[src/rtl/slx_pkg.sv]
// ----------------------------------------------------------------------------
// slx_pkg
// Shared types, character codes and classification helpers for the lexer.
// ----------------------------------------------------------------------------
package slx_pkg;

  localparam int unsigned CHAR_W      = 8;
  localparam int unsigned SPAN_W      = 12;
  localparam int unsigned LINE_W      = 16;
  localparam int unsigned QUEUE_DEPTH = 4;

  localparam logic [CHAR_W-1:0] CH_SLASH  = 8'h2F;
  localparam logic [CHAR_W-1:0] CH_SEMI   = 8'h3B;
  localparam logic [CHAR_W-1:0] CH_CR     = 8'h0D;
  localparam logic [CHAR_W-1:0] CH_LF     = 8'h0A;
  localparam logic [CHAR_W-1:0] CH_SPACE  = 8'h20;
  localparam logic [CHAR_W-1:0] CH_DQUOTE = 8'h22;
  localparam logic [CHAR_W-1:0] CH_SQUOTE = 8'h27;
  localparam logic [CHAR_W-1:0] CH_COMMA  = 8'h2C;
  localparam logic [CHAR_W-1:0] CH_EQUALS = 8'h3D;
  localparam logic [CHAR_W-1:0] CH_PLUS   = 8'h2B;
  localparam logic [CHAR_W-1:0] CH_MINUS  = 8'h2D;
  localparam logic [CHAR_W-1:0] CH_STAR   = 8'h2A;
  localparam logic [CHAR_W-1:0] CH_LPAREN = 8'h28;
  localparam logic [CHAR_W-1:0] CH_RPAREN = 8'h29;
  localparam logic [CHAR_W-1:0] CH_LBRACE = 8'h7B;
  localparam logic [CHAR_W-1:0] CH_RBRACE = 8'h7D;
  localparam logic [CHAR_W-1:0] CH_LBRACK = 8'h5B;
  localparam logic [CHAR_W-1:0] CH_RBRACK = 8'h5D;

  typedef enum logic [4:0] {
    KIND_LITERAL  = 5'd0,
    KIND_COMMENT  = 5'd1,
    KIND_DQUOTE   = 5'd2,
    KIND_SQUOTE   = 5'd3,
    KIND_COMMA    = 5'd4,
    KIND_EQUALS   = 5'd5,
    KIND_ADD      = 5'd6,
    KIND_SUB      = 5'd7,
    KIND_MUL      = 5'd8,
    KIND_DIV      = 5'd9,
    KIND_LPAREN   = 5'd10,
    KIND_RPAREN   = 5'd11,
    KIND_LBRACE   = 5'd12,
    KIND_RBRACE   = 5'd13,
    KIND_LBRACK   = 5'd14,
    KIND_RBRACK   = 5'd15,
    KIND_STMT_END = 5'd16
  } kind_e;

  typedef struct packed {
    kind_e              kind;
    logic [SPAN_W-1:0]  span_begin;
    logic [SPAN_W-1:0]  span_end;
    logic [LINE_W-1:0]  line;
    logic               bad;
    logic               done;
  } rec_t;

  typedef struct packed {
    logic two;
    rec_t first;
    rec_t second;
  } entry_t;

  function automatic rec_t mk_rec(input kind_e k, input logic [SPAN_W-1:0] b,
                                  input logic [SPAN_W-1:0] e,
                                  input logic [LINE_W-1:0] ln,
                                  input logic bad, input logic done);
    rec_t r;
    r.kind       = k;
    r.span_begin = b;
    r.span_end   = e;
    r.line       = ln;
    r.bad        = bad;
    r.done       = done;
    return r;
  endfunction

  function automatic logic is_alnum(input logic [CHAR_W-1:0] c);
    return (c >= 8'h61 && c <= 8'h7A) || (c >= 8'h41 && c <= 8'h5A) ||
           (c >= 8'h30 && c <= 8'h39);
  endfunction

  function automatic logic is_quote(input logic [CHAR_W-1:0] c);
    return (c == CH_DQUOTE) || (c == CH_SQUOTE);
  endfunction

  function automatic logic is_op(input logic [CHAR_W-1:0] c);
    logic r;
    case (c)
      CH_COMMA, CH_EQUALS, CH_PLUS, CH_MINUS, CH_STAR, CH_LPAREN, CH_RPAREN,
      CH_LBRACE, CH_RBRACE, CH_LBRACK, CH_RBRACK: r = 1'b1;
      default: r = 1'b0;
    endcase
    return r;
  endfunction

  function automatic kind_e op_kind(input logic [CHAR_W-1:0] c);
    kind_e k;
    unique case (c)
      CH_COMMA:  k = KIND_COMMA;
      CH_EQUALS: k = KIND_EQUALS;
      CH_PLUS:   k = KIND_ADD;
      CH_MINUS:  k = KIND_SUB;
      CH_STAR:   k = KIND_MUL;
      CH_LPAREN: k = KIND_LPAREN;
      CH_RPAREN: k = KIND_RPAREN;
      CH_LBRACE: k = KIND_LBRACE;
      CH_RBRACE: k = KIND_RBRACE;
      CH_LBRACK: k = KIND_LBRACK;
      CH_RBRACK: k = KIND_RBRACK;
      default:   k = KIND_LITERAL;
    endcase
    return k;
  endfunction

  function automatic logic has_handler(input logic [CHAR_W-1:0] c);
    return is_alnum(c) || is_quote(c) || is_op(c) || (c == CH_SPACE) ||
           (c == CH_SLASH) || (c == CH_SEMI) || (c == CH_CR) || (c == CH_LF);
  endfunction

endpackage

[src/rtl/slx_if.sv]
// ----------------------------------------------------------------------------
// slx_in_if / slx_out_if
// Valid/ready channels for source bytes and lexer results.
// ----------------------------------------------------------------------------
interface slx_in_if;
  logic                        valid;
  logic                        ready;
  logic [slx_pkg::CHAR_W-1:0]  char_code;
  logic                        end_of_input;

  modport source(output valid, output char_code, output end_of_input, input ready);
  modport sink(input valid, input char_code, input end_of_input, output ready);
endinterface

interface slx_out_if;
  logic                        valid;
  logic                        ready;
  logic [4:0]                  token_kind;
  logic [slx_pkg::SPAN_W-1:0]  span_begin;
  logic [slx_pkg::SPAN_W-1:0]  span_end;
  logic [slx_pkg::LINE_W-1:0]  line_number;
  logic                        bad_char;
  logic                        statement_done;
  logic                        last_of_run;

  modport source(output valid, output token_kind, output span_begin, output span_end,
                 output line_number, output bad_char, output statement_done,
                 output last_of_run, input ready);
  modport sink(input valid, input token_kind, input span_begin, input span_end,
               input line_number, input bad_char, input statement_done,
               input last_of_run, output ready);
endinterface

[src/rtl/statement_lexer_core.sv]
// ----------------------------------------------------------------------------
// statement_lexer_core
// Streaming statement lexer: one source byte per beat in, token records out.
// ----------------------------------------------------------------------------
// Results: each byte's records are pushed into the 4-entry result queue and
//   sent from its head. Throughput: 1 byte per cycle while the queue is not
//   full; two-result bytes use separate beats and the queue absorbs bursts.
// Reset: asynchronous, active low; lexer state, line count and queue clear.
module statement_lexer_core #(
  parameter int unsigned OFFSET_BITS = 12,
  parameter int unsigned LINE_BITS   = 16
) (
  input  logic       clk_i,
  input  logic       rst_ni,
  slx_in_if.sink     in_i,
  slx_out_if.source  out_o
);
  import slx_pkg::*;

  logic   push, pop, full, empty;
  entry_t entry, head;

  slx_front #(
    .OFFSET_BITS (OFFSET_BITS),
    .LINE_BITS   (LINE_BITS)
  ) u_front (
    .clk_i   (clk_i),
    .rst_ni  (rst_ni),
    .in_i    (in_i),
    .full_i  (full),
    .push_o  (push),
    .entry_o (entry)
  );

  slx_queue u_queue (
    .clk_i   (clk_i),
    .rst_ni  (rst_ni),
    .push_i  (push),
    .entry_i (entry),
    .pop_i   (pop),
    .full_o  (full),
    .empty_o (empty),
    .head_o  (head)
  );

  slx_back u_back (
    .clk_i   (clk_i),
    .rst_ni  (rst_ni),
    .empty_i (empty),
    .head_i  (head),
    .pop_o   (pop),
    .out_o   (out_o)
  );

endmodule

[src/rtl/slx_front.sv]
// ----------------------------------------------------------------------------
// slx_front
// Byte classifier and lexer state; turns each beat into zero to two records.
// ----------------------------------------------------------------------------
module slx_front #(
  parameter int unsigned OFFSET_BITS = 12,
  parameter int unsigned LINE_BITS   = 16
) (
  input  logic            clk_i,
  input  logic            rst_ni,
  slx_in_if.sink          in_i,
  input  logic            full_i,
  output logic            push_o,
  output slx_pkg::entry_t entry_o
);
  import slx_pkg::*;

  localparam logic [OFFSET_BITS-1:0] OFF_MAX = {OFFSET_BITS{1'b1}};

  typedef enum logic [1:0] {
    MODE_NORMAL, MODE_LITERAL, MODE_STRING, MODE_COMMENT
  } mode_e;

  mode_e                  mode_q, mode_d;
  logic                   slash_q, slash_d;
  logic                   cr_q, cr_d;
  logic [OFFSET_BITS-1:0] start_q, start_d, stop_q, stop_d;
  logic [LINE_BITS-1:0]   line_q, line_d;

  logic [OFFSET_BITS-1:0] start_inc, stop_inc;
  logic [SPAN_W-1:0]      sb, sbi, se, sei;
  logic [LINE_W-1:0]      ln;
  logic [CHAR_W-1:0]      c;
  logic                   accept, pre_v, main_v, end_stmt, flush;
  rec_t                   pre, main;

  assign accept    = in_i.valid && in_i.ready;
  assign in_i.ready = !full_i;
  assign c         = in_i.char_code;

  assign start_inc = (start_q == OFF_MAX) ? start_q : start_q + 1'b1;
  assign stop_inc  = (stop_q == OFF_MAX) ? stop_q : stop_q + 1'b1;
  assign sb        = SPAN_W'(start_q);
  assign sbi       = SPAN_W'(start_inc);
  assign se        = SPAN_W'(stop_q);
  assign sei       = SPAN_W'(stop_inc);
  assign ln        = LINE_W'(line_q);

  assign flush = (mode_q == MODE_LITERAL) && !is_alnum(c) && !((c == CH_LF) && cr_q);

  always_comb begin
    mode_d   = mode_q;
    slash_d  = slash_q;
    cr_d     = 1'b0;
    start_d  = start_q;
    stop_d   = stop_q;
    line_d   = line_q;
    end_stmt = 1'b0;
    pre_v    = 1'b0;
    main_v   = 1'b0;
    pre      = mk_rec(KIND_LITERAL, sb, se, ln, 1'b0, 1'b0);
    main     = mk_rec(KIND_LITERAL, se, se, ln, 1'b0, 1'b0);

    if (in_i.end_of_input) begin
      pre_v    = slash_q;
      pre      = mk_rec(KIND_DIV, sb, sbi, ln, 1'b0, 1'b0);
      main_v   = 1'b1;
      end_stmt = 1'b1;
      if (mode_q == MODE_COMMENT) begin
        main = mk_rec(KIND_COMMENT, sb, se, ln, 1'b0, 1'b1);
      end else if (mode_q == MODE_NORMAL) begin
        main = mk_rec(KIND_LITERAL, se, se, ln, 1'b0, 1'b1);
      end else begin
        main = mk_rec(KIND_LITERAL, sb, se, ln, 1'b0, 1'b1);
      end
    end else if (mode_q == MODE_STRING) begin
      stop_d = stop_inc;
      if (is_quote(c)) begin
        pre_v  = 1'b1;
        pre    = mk_rec(KIND_LITERAL, sb, se, ln, 1'b0, 1'b0);
        main_v = 1'b1;
        main   = mk_rec((c == CH_DQUOTE) ? KIND_DQUOTE : KIND_SQUOTE, se, sei, ln,
                        1'b0, 1'b0);
        mode_d = MODE_NORMAL;
      end else if (c == CH_CR) begin
        line_d = line_q + 1'b1;
        cr_d   = 1'b1;
      end else if ((c == CH_LF) && !cr_q) begin
        line_d = line_q + 1'b1;
      end
    end else if (mode_q == MODE_COMMENT) begin
      if ((c == CH_CR) || (c == CH_LF)) begin
        main_v   = 1'b1;
        main     = mk_rec(KIND_COMMENT, sb, se, ln, 1'b0, 1'b1);
        line_d   = line_q + 1'b1;
        end_stmt = 1'b1;
        cr_d     = (c == CH_CR);
      end else begin
        stop_d = stop_inc;
      end
    end else if (!has_handler(c)) begin
      main_v   = 1'b1;
      main     = mk_rec(KIND_LITERAL, se, sei, ln, 1'b1, 1'b1);
      end_stmt = 1'b1;
    end else if (slash_q && (c == CH_SLASH)) begin
      slash_d = 1'b0;
      mode_d  = MODE_COMMENT;
      stop_d  = stop_inc;
    end else begin
      if (slash_q) begin
        pre_v   = 1'b1;
        pre     = mk_rec(KIND_DIV, sb, sbi, ln, 1'b0, 1'b0);
        slash_d = 1'b0;
      end else if (flush) begin
        pre_v  = 1'b1;
        pre    = mk_rec(KIND_LITERAL, sb, se, ln, 1'b0, 1'b0);
        mode_d = MODE_NORMAL;
      end
      if ((c == CH_LF) && cr_q) begin
        // second half of CR LF: no effect
      end else if ((c == CH_CR) || (c == CH_LF)) begin
        line_d = line_q + 1'b1;
        cr_d   = (c == CH_CR);
      end else if (c == CH_SPACE) begin
        stop_d = stop_inc;
      end else if (is_alnum(c)) begin
        if (mode_q == MODE_NORMAL) begin
          mode_d  = MODE_LITERAL;
          start_d = stop_q;
        end
        stop_d = stop_inc;
      end else if (c == CH_SLASH) begin
        start_d = stop_q;
        stop_d  = stop_inc;
        slash_d = 1'b1;
      end else if (c == CH_SEMI) begin
        main_v   = 1'b1;
        main     = mk_rec(KIND_STMT_END, se, sei, ln, 1'b0, 1'b1);
        end_stmt = 1'b1;
      end else if (is_quote(c)) begin
        main_v  = 1'b1;
        main    = mk_rec((c == CH_DQUOTE) ? KIND_DQUOTE : KIND_SQUOTE, se, sei, ln,
                         1'b0, 1'b0);
        stop_d  = stop_inc;
        start_d = stop_inc;
        mode_d  = MODE_STRING;
      end else begin
        main_v = 1'b1;
        main   = mk_rec(op_kind(c), se, sei, ln, 1'b0, 1'b0);
        stop_d = stop_inc;
      end
    end

    if (end_stmt) begin
      mode_d  = MODE_NORMAL;
      slash_d = 1'b0;
      start_d = '0;
      stop_d  = '0;
    end
  end

  assign push_o        = accept && (pre_v || main_v);
  assign entry_o.two    = pre_v && main_v;
  assign entry_o.first  = pre_v ? pre : main;
  assign entry_o.second = main;

  always_ff @(posedge clk_i or negedge rst_ni) begin
    if (!rst_ni) begin
      mode_q  <= MODE_NORMAL;
      slash_q <= 1'b0;
      cr_q    <= 1'b0;
      start_q <= '0;
      stop_q  <= '0;
      line_q  <= '0;
    end else if (accept) begin
      mode_q  <= mode_d;
      slash_q <= slash_d;
      cr_q    <= cr_d;
      start_q <= start_d;
      stop_q  <= stop_d;
      line_q  <= line_d;
    end
  end

endmodule

[src/rtl/slx_queue.sv]
// ----------------------------------------------------------------------------
// slx_queue
// Small FIFO of result entries between the classifier and the serializer.
// ----------------------------------------------------------------------------
module slx_queue (
  input  logic            clk_i,
  input  logic            rst_ni,
  input  logic            push_i,
  input  slx_pkg::entry_t entry_i,
  input  logic            pop_i,
  output logic            full_o,
  output logic            empty_o,
  output slx_pkg::entry_t head_o
);
  import slx_pkg::*;

  localparam int unsigned PTR_W = $clog2(QUEUE_DEPTH);

  entry_t           mem_q [QUEUE_DEPTH];
  logic [PTR_W-1:0] wr_q, rd_q;
  logic [PTR_W:0]   cnt_q;

  assign full_o  = (cnt_q == (PTR_W+1)'(QUEUE_DEPTH));
  assign empty_o = (cnt_q == '0);
  assign head_o  = mem_q[rd_q];

  always_ff @(posedge clk_i) begin
    if (push_i) begin
      mem_q[wr_q] <= entry_i;
    end
  end

  always_ff @(posedge clk_i or negedge rst_ni) begin
    if (!rst_ni) begin
      wr_q  <= '0;
      rd_q  <= '0;
      cnt_q <= '0;
    end else begin
      if (push_i) begin
        wr_q <= wr_q + 1'b1;
      end
      if (pop_i) begin
        rd_q <= rd_q + 1'b1;
      end
      if (push_i && !pop_i) begin
        cnt_q <= cnt_q + 1'b1;
      end else if (pop_i && !push_i) begin
        cnt_q <= cnt_q - 1'b1;
      end
    end
  end

endmodule

[src/rtl/slx_back.sv]
// ----------------------------------------------------------------------------
// slx_back
// Serializer: sends the one or two records of the head entry, one per beat.
// ----------------------------------------------------------------------------
module slx_back (
  input  logic            clk_i,
  input  logic            rst_ni,
  input  logic            empty_i,
  input  slx_pkg::entry_t head_i,
  output logic            pop_o,
  slx_out_if.source       out_o
);
  import slx_pkg::*;

  logic idx_q;
  logic last;
  rec_t rec;

  assign rec  = idx_q ? head_i.second : head_i.first;
  assign last = idx_q || !head_i.two;

  assign out_o.valid          = !empty_i;
  assign out_o.token_kind     = rec.kind;
  assign out_o.span_begin     = rec.span_begin;
  assign out_o.span_end       = rec.span_end;
  assign out_o.line_number    = rec.line;
  assign out_o.bad_char       = rec.bad;
  assign out_o.statement_done = rec.done;
  assign out_o.last_of_run    = last;

  assign pop_o = out_o.valid && out_o.ready && last;

  always_ff @(posedge clk_i or negedge rst_ni) begin
    if (!rst_ni) begin
      idx_q <= 1'b0;
    end else if (out_o.valid && out_o.ready) begin
      idx_q <= !last;
    end
  end

endmodule

[src/flat_wrapper.sv]
// flat-port wrapper written by rule: the top's interface ports become plain ports
module statement_lexer_core_flat import slx_pkg::*;
#(
  parameter int unsigned OFFSET_BITS = 12,
  parameter int unsigned LINE_BITS   = 16
)
  (clk_i, rst_ni, in_i_valid, in_i_char_code, in_i_end_of_input, in_i_ready, out_o_valid, out_o_token_kind, out_o_span_begin, out_o_span_end, out_o_line_number, out_o_bad_char, out_o_statement_done, out_o_last_of_run, out_o_ready);
  slx_in_if in_i_i ();
  slx_out_if out_o_i ();
  input  logic clk_i;
  input  logic rst_ni;
  input wire logic [$bits(in_i_i.valid)-1:0] in_i_valid;
  input wire logic [$bits(in_i_i.char_code)-1:0] in_i_char_code;
  input wire logic [$bits(in_i_i.end_of_input)-1:0] in_i_end_of_input;
  output wire logic [$bits(in_i_i.ready)-1:0] in_i_ready;
  output wire logic [$bits(out_o_i.valid)-1:0] out_o_valid;
  output wire logic [$bits(out_o_i.token_kind)-1:0] out_o_token_kind;
  output wire logic [$bits(out_o_i.span_begin)-1:0] out_o_span_begin;
  output wire logic [$bits(out_o_i.span_end)-1:0] out_o_span_end;
  output wire logic [$bits(out_o_i.line_number)-1:0] out_o_line_number;
  output wire logic [$bits(out_o_i.bad_char)-1:0] out_o_bad_char;
  output wire logic [$bits(out_o_i.statement_done)-1:0] out_o_statement_done;
  output wire logic [$bits(out_o_i.last_of_run)-1:0] out_o_last_of_run;
  input wire logic [$bits(out_o_i.ready)-1:0] out_o_ready;
  assign in_i_i.valid = in_i_valid;
  assign in_i_i.char_code = in_i_char_code;
  assign in_i_i.end_of_input = in_i_end_of_input;
  assign in_i_ready = in_i_i.ready;
  assign out_o_valid = out_o_i.valid;
  assign out_o_token_kind = out_o_i.token_kind;
  assign out_o_span_begin = out_o_i.span_begin;
  assign out_o_span_end = out_o_i.span_end;
  assign out_o_line_number = out_o_i.line_number;
  assign out_o_bad_char = out_o_i.bad_char;
  assign out_o_statement_done = out_o_i.statement_done;
  assign out_o_last_of_run = out_o_i.last_of_run;
  assign out_o_i.ready = out_o_ready;
  statement_lexer_core #(.OFFSET_BITS(OFFSET_BITS), .LINE_BITS(LINE_BITS)) u_core (.clk_i(clk_i), .rst_ni(rst_ni), .in_i(in_i_i), .out_o(out_o_i));
endmodule
[config.mk]
export PLATFORM = sky130hd
export DESIGN_NAME = statement_lexer_core_flat
export DESIGN_NICKNAME = d
export VERILOG_FILES = /design/src/rtl/slx_pkg.sv /design/src/rtl/slx_if.sv /design/src/rtl/statement_lexer_core.sv /design/src/rtl/slx_front.sv /design/src/rtl/slx_queue.sv /design/src/rtl/slx_back.sv /design/src/flat_wrapper.sv
export SDC_FILE = /design/constraint.sdc
export NUM_CORES = 1
export LEC_CHECK = 0
export ABC_AREA = 1
export BUFFER_PORTS_ARGS = -buffer_cell sky130_fd_sc_hd__buf_4
export CAP_MARGIN = 20
export CORE_AREA = 2 2 179 181
export CTS_CLUSTER_SIZE = 28
export DETAILED_ROUTE_END_ITERATION = 16
export DIE_AREA = 0 0 181 183
export PLACE_DENSITY = 0.73
export SKIP_CTS_REPAIR_TIMING = 1
export SLEW_MARGIN = 20
export SYNTH_ARGS = -nofsm -noshare
export SYNTH_HDL_FRONTEND = slang
export SYNTH_SLANG_ARGS = --single-unit
[constraint.sdc]
create_clock -name clk_i -period 16.12 [get_ports clk_i]
set_clock_uncertainty 0.05 [all_clocks]
set_input_delay 3.224 -clock clk_i [delete_from_list [all_inputs] [get_ports clk_i]]
set_output_delay 3.224 -clock clk_i [all_outputs]
set_load 0.01 [all_outputs]
## After elaboration in Yosys (flattened, before gate mapping)

Memory sizes are Yosys's and may differ from the RTL's.
Cells that the tools add are included.

| operators by class | value |
|---|---|
| add/subtract/negate cells | 7 |
| order comparisons | 6 |
| equal/unequal tests | 43 |
| muxes and demuxes | 139 |
| bitwise logic cells | 1 |
| reduce and logical (&&, ||, !) cells | 51 |

Operators with widths:

| kind | number |
|---|---|
| 47-bit 2-to-1 mux | 13 |
| 12-bit 2-to-1 mux | 29 |
| 46-bit 2-to-1 mux | 7 |
| 16-bit 2-to-1 mux | 9 |
| 8-bit by 6-bit equality test with 1-bit output (second input constant) | 12 |
| 43-bit 2-to-1 mux | 2 |
| 1-bit 2-to-1 mux | 57 |
| 44-bit 2-to-1 mux | 1 |
| 4-bit case mux with 11 select lines | 1 |
| 42-bit 2-to-1 mux | 1 |
| 2-bit 2-to-1 mux | 17 |
| 8-bit by 7-bit equality test with 1-bit output (second input constant) | 4 |
| 12-bit by 1-bit adder with 12-bit output (second input constant) | 2 |
| 12-bit equality test (second input constant) | 2 |
| 16-bit by 1-bit adder with 16-bit output (second input constant) | 1 |
| 8-bit by 4-bit equality test with 1-bit output (second input constant) | 2 |
| 8-bit by 7-bit >= comparator with 1-bit output (second input constant) | 2 |
| 8-bit by 7-bit less-or-equal comparator with 1-bit output (second input constant) | 2 |
| 1-bit logical AND | 15 |
| 2-bit inequality test (second input constant) | 7 |
| 7-bit AND reduction | 2 |
| 1-bit logical OR | 13 |
| 4-bit inequality test (second input constant) | 3 |
| 12-bit AND reduction | 1 |
| 24 further kinds | 42 |

| storage, ports and cells | value |
|---|---|
| flip-flop bits (word level) | 52 |
| RAM bits | 380 |
| bits of input ports | 13 |
| output and inout bits | 50 |
| logic and storage cells | 258 |
| memories | 1 |

Memories:

| name | words | bits a word | rd ports | clocked after Yosys merged registers in | wr ports | RTL line | RTL |
|---|---|---|---|---|---|---|---|
| u_core.u_queue.mem_q | 4 | 95 | 1 | 0 | 1 | slx_queue.sv:19 | `entry_t mem_q [QUEUE_DEPTH];` |

## Logic depth before layout (Yosys ltp)

| depth | value |
|---|---|
| depth after elaboration | 22 |
| gate-level depth with buffers | 22 |
| gate-level depth less buffers | 21 |

## Modules after synthesis

A second synthesis with hierarchy kept.

| second synthesis, totals | value |
|---|---|
| cells, all modules | 2224 |
| area total of the unflattened synthesis | 21581.9 µm² |

By module, submodules not included:

| module | instances | cells an instance | area an instance (µm²) | sequential area each (µm²) |
|---|---|---|---|---|
| slx_queue | 1 | 1157 | 15727.6 | 11586.1 |
| slx_front | 1 | 902 | 5153.7 | 1101.1 |
| slx_back | 1 | 165 | 700.7 | 25.0 |

## Worst setup path after synthesis

No wires, ideal clock.

| timing | value |
|---|---|
| path type | input to register |
| start | input in_i_char_code[7] |
| end | memory u_core.u_queue.mem_q[0][0] in the netlist's numbering (enable) |
| setup time | 517 ps |
| arrival | 7794 ps |
| required time | 15553 ps |
| path slack | 7759 ps |
| stages on the path | 14 |
| buffers on the path | 1 |
| path through | inv_1 > nand2_1 > nor2_1 > nand2_1 > nand3_1 > nor2_1 > nand3_2 > buf_6 > nand3_2 > nand3_2 > nand2_2 > nand2_1 > nand2_2 > nor2_1 |

| between the ends | value |
|---|---|
| cells in the longest elaborated chain, start to end | 20 |
| elaborated cells between the ends (all ways) | 72 |
| those cells by class | 6 x order compare; 18 x eq/ne; 25 x mux; 23 x reduce/logical |

RTL lines:

| item | RTL line | RTL |
|---|---|---|
| start: declaration | flat_wrapper.sv:13 | `input wire logic [$bits(in_i_i.char_code)-1:0] in_i_char_code;` |
| 8-bit by 6-bit equality test with 1-bit output / 8-bit by 7-bit equality test with 1-bit output (equally long branches) | slx_pkg.sv:91 | `case (c)` |
| 11-bit OR reduction | slx_pkg.sv:91 |  |
| 1-bit 2-to-1 mux | slx_pkg.sv:91 |  |
| 1-bit 2-to-1 mux | slx_front.sv:91 | `end else if (mode_q == MODE_COMMENT) begin` |
| 1-bit 2-to-1 mux | slx_front.sv:76 | `end else if (mode_q == MODE_STRING) begin` |
| 1-bit 2-to-1 mux | slx_front.sv:64 | `if (in_i.end_of_input) begin` |
| 1-bit logical OR (3 in a row) | slx_pkg.sv:119 | `return is_alnum(c) \|\| is_quote(c) \|\| is_op(c) \|\| (c == CH_SPACE) \|\|` |
| 1-bit logical OR (3 in a row) | slx_pkg.sv:120 | `(c == CH_SLASH) \|\| (c == CH_SEMI) \|\| (c == CH_CR) \|\| (c == CH_LF);` |
| 1-bit 2-to-1 mux | slx_front.sv:101 | `end else if (!has_handler(c)) begin` |
| 1-bit 2-to-1 mux | slx_front.sv:91 |  |
| 1-bit 2-to-1 mux | slx_front.sv:76 |  |
| 1-bit 2-to-1 mux | slx_front.sv:64 |  |
| 1-bit logical OR * | slx_front.sv:162 | `assign push_o = accept && (pre_v \|\| main_v);` |
| 1-bit logical AND * | slx_front.sv:162 |  |
| 1-bit 2-to-1 mux * | slx_queue.sv:28 | `if (push_i) begin` |
| 1-bit 2-to-1 mux (implied by the code) * | slx_queue.sv:29 | `mem_q[wr_q] <= entry_i;` |
| end: declaration | slx_queue.sv:19 |  |

Mark *: on every way between the ends. The rest lies on a longest branch, timed or not. The select of a mux whose other input is x is not followed.

## Final worst setup path

| timing | value |
|---|---|
| start | input in_i_char_code[4] |
| end | memory u_core.u_queue.mem_q[0][79] in the netlist's numbering (enable) |

The elaborated chain is that of the path after synthesis.

==> results.md <==
Status:
- The run finished with clean final reports.

Global routing:
- Entering global routing, the biggest net connects around 110 pins.
- The number of global-route vias before repair was 12.6k.
- The remaining global-route overflow is 0.
- The aggregate global-route resource usage is a little over a quarter.
- The global-route wire length before repair is 68900 µm.
- The number of antenna violations at the first check in global routing is 0.

Worst setup path:
- In this design, the stage delay of the slowest critical-path cell is 0.78 ns.
- Data on the critical path is required at its endpoint by 16.22 ns.
- The worst setup path is captured at a register.
- The critical path goes through buf_4 -> inv_1 -> nand2_1 -> nor2_4 -> o21ai_4 -> nand2_2 -> nor2_2 -> nand3_2 -> nand3_1 -> nand3_2 -> nand2_2 -> nand2_1 -> nand2_2 -> nor2_4 -> buf_4.
- The maximum fanout along the worst path is 57.
- The worst setup path is of the in -> reg kind.
- The sort of element at the start of the critical path is an input pin.
- The most frequent cell on the critical path is nand2_2.
- For the worst setup path, the data arrival time is approximately 7 ns.
- The slowest stage of the critical path belongs to the cell buf_4.

Detailed routing:
- The number of nets with antenna violations after detailed routing is 0.
- After detailed routing, the number of remaining DRC violations is 0.
- In the final routed layout, each cell accounts on average for 19.1 µm.
- Wires add up to ~43000 µm.
- The count of TritonRoute iterations in the first routing pass is 6.
- The number of vias per cell is ~5.9.
- The final route contains roughly 13k vias.
- The detailed router's first-iteration violation count is 1679.

CTS:
- The clock transition at the register clock pins on the worst setup and hold paths after CTS is 0.06 ns.
- TritonCTS built the clock tree.
- The tree is rooted in a clkbuf_16.
- The clock buffer count from CTS is 38.
- The clock latency reported for the late side of the worst-skew pair is 0.53 ns.
- The count of H-tree levels built during CTS is 2.
- The longest clock path from root to sink contains 3 buffers.
- The clock sink count is between 300 and 400.

Timing:
- The least setup slack across all paths after layout is between 9 and 10 ns.
- Setup repair after global routing left no endpoint under its margin.
- The headroom to the max-slew limit is between 20% and 30%.
- The shortest period the worst path allows is 7.11 ns.
- The slew of the pin with the lowest slew margin is between 1 and 1.5 ns.
- The number of failing hold endpoints at the final stage is 0.
- Static timing analysis puts the maximum clock frequency at 141 MHz.
- Setup violations remaining at the end of the flow were counted as 0.
- After routing, the total negative slack on setup checks comes to 0 ns.
- Dividing the final minimum period by the clock period gives 44.1%.
- The max-slew violation count is 0.

Floorplanning:
- The die span in y is 183 µm.
- The region available for standard cell placement spans between 0.03 and 0.04 mm².
- The floorplan has 65 rows.
- The floorplan step defined a die boundary enclosing 0.0331 mm².
- Once the floorplan was initialized, standard cells occupied 56.0% of the core.
- The die width is 181 µm.
- During I/O placement, the number of pins put on the boundary was 63.

Power and ir drop:
- The combinational cell fraction of total power is between 30 and 40%.
- The design draws 0.00310 W.
- Of the total power, the clock network draws 26.1%.
- The leakage power summed over all cells is 7.24 nW.
- Cell internal power was estimated by the tool at 0.00201 W.
- The switching fraction of total power is 35.1%.
- The total power divided by cell area is roughly 160 mW/mm².
- The largest vdd supply drop is between 0.00008 and 0.00009 V.
- The sequential fraction of design power is 41.0%.
- The analysis attributes to net switching a power of 0.00109 W.

Synthesis:
- In the synthesized netlist, the cells that appear most often are nor2_1 (335), nand2_1 (329), edfxtp_1 (316), o21ai_0 (215), inv_1 (98).
- In the synthesized netlist, the number of instances is 1816.
- The cell taking the most area after synthesis is edfxtp_1.
- The register bit count reported by yosys is 368.
- The area share of the leading cell type in the synthesized netlist is 54.3%.
- The share of synthesized registers carrying an async set or reset is 14.1%.
- Sorting the synthesized cells by area gives the leading types as edfxtp_1 (54%), dfrtp_1 (7.4%), nor2_1 (7.2%), nand2_1 (7.1%), o21ai_0 (6.2%).
- The number of nets handed over by synthesis was 1838.
- Synthesis instantiated 44 different standard cells from the library.
- Sequential cells were found to cover 61.7% of the synthesized design area.
- During synthesis, Yosys emitted a total of 0 warnings.
- The most repeated cell in the gate-level netlist after synthesis is nor2_1.
- In the synthesized netlist the dominant register cell turns out to be edfxtp_1.
- In this run the cell area of the synthesized design comes to 0.0175 mm².
- In this run the mean area of a mapped cell was just under 10 µm².
- Counting flops with a built-in enable in the synthesized netlist gives 316.

Place:
- At the end of routability-driven placement, the weighted congestion stood at a little under 1.
- During placement, the flow inserted port buffers numbering 62.
- After legalization and detailed placement, the total HPWL measured 26700 µm.
- The placement-stage worst setup slack is 8.53 ns.
- After detailed placement, the total cell area comes to 0.0181 mm².

Layout:
- The finished cells cover 0.0193 mm².
- From synthesis to final layout, the design area changed by 10.2%.
- The number of diodes added for antenna fixing is 0.
- For this run, the post-layout net count is 1842.
- The final core utilization is 61.7%.
- The fraction of layout instances using a drive strength above 1 is 8.87%.
- The count of filler cells inserted in the layout is 2563.

Run:
- Max-cap violations in this run came to 0.

Hold path:
- In this run the worst hold path is classified as reg -> reg.
[stage by stage]
stage          std cells  hold WS, ns
2_1_floorplan       1816        0.414
3_3_place_gp        2182        0.440
3_5_place_dp        2182        0.439
4_1_cts             2250        0.454
5_1_grt             2250        0.505
6_report            2250        0.459
[layout by cell type (no fill, tap or decap), types with 39 or more instances in the layout]
| master | netlist | routed |
|---|---|---|
| o21ai_0 | 215 | 215 |
| clkbuf_16 | 0 | 39 |
| buf_4 | 3 | 75 |
| inv_1 | 98 | 97 |
| edfxtp_1 | 316 | 316 |
| nor2_1 | 335 | 331 |
| o22ai_1 | 48 | 48 |
| a21oi_1 | 53 | 53 |
| nand2_1 | 329 | 329 |
| dfrtp_1 | 52 | 50 |
| nand3_1 | 88 | 88 |
[logic make-up (layout without fill, tap and decap cells)]
| family | after synthesis | after routing | synth area share [%] |
|---|---|---|---|
| compound gates | 378 | 378 | 11.9 |
| fa+ha+maj | 9 | 9 | 0.687 |
| simple gates | 817 | 817 | 19.3 |
| mux | 3 | 3 | 0.193 |
| xor+xnor | 25 | 25 | 1.25 |
| flops | 368 | 368 | 61.7 |
| buf+inv | 216 | 248 | 5.02 |
[power groups by stage]
stage               Combinational (W)  Clock (W)  Sequential [W]
global route                  0.00113   0.000855         0.00128
detailed placement            0.00102          0         0.00129
global placement              0.00101          0         0.00128
finish                        0.00102   0.000808         0.00127
floorplan                    0.000649          0         0.00127
CTS                           0.00103   0.000819         0.00127
[layout make-up]
class                           instances  area [µm²]  area share, %
Sequential cell                       368       10800           56.0
Multi-Input combinational cell       1232        5860           30.4
Clock buffer                           53        1050           5.44
Timing Repair Buffer                   75         563           2.92
Tap cell                              402         503           2.61
Inverter                              105         398           2.06
Clock inverter                         15         105          0.545
[worst max-delay path, delay by kind of cell]
kind | cells | cell delay, ns
compound gates | 1 | 0.19
buf+inv | 3 | 1.01
simple gates | 11 | 2.69
[flip-flops by register name, summed over array words and instances, names as in the netlist]
register,count
u_core.u_back.idx_q,1
u_core.u_queue.cnt_q,3
u_core.u_queue.mem_q,316
u_core.u_front.se,12
u_core.u_front.line_q,16
u_core.u_queue.rd_q,2
u_core.u_front.cr_q,1
u_core.u_front.sb,12
u_core.u_queue.wr_q,2
u_core.u_front.slash_q,1
u_core.u_front.mode_q,2
[per-layer routing]
| metal | up-vias | GRT usage, % | wire [µm] |
|---|---|---|---|
| li1 | 6286 | - | - |
| met1 | 6411 | 38.9 | 19200 |
| met2 | 594 | 41.5 | 19500 |
| met3 | 78 | 3.69 | 3480 |
| met4 | 0 | 6.57 | 843 |
| met5 | - | 0 | 0 |
[path summary, 6_finish.rpt]
path,from,endpoint,slack [ns],depth (start not counted)
worst max register to register,u_core.u_front.mode_q[1]$_DFFE_PN0P_,u_core.u_queue.mem_q[0][79]$_DFFE_PP_,11.41,9
worst max-delay path,in_i_char_code[4],u_core.u_queue.mem_q[0][79]$_DFFE_PP_,9.01,15
worst min-delay path,u_core.u_front.sb[10]$_DFFE_PN0P_,u_core.u_front.sb[10]$_DFFE_PN0P_,0.46,2
worst min register to register,u_core.u_front.sb[10]$_DFFE_PN0P_,u_core.u_front.sb[10]$_DFFE_PN0P_,0.46,2
max in group asynchronous,rst_ni,u_core.u_queue.rd_q[0]$_DFFE_PN0P_,12.77,1
min in group asynchronous,rst_ni,u_core.u_front.line_q[13]$_DFFE_PN0P_,2.70,1
Power figures use the tool's default switching activity.
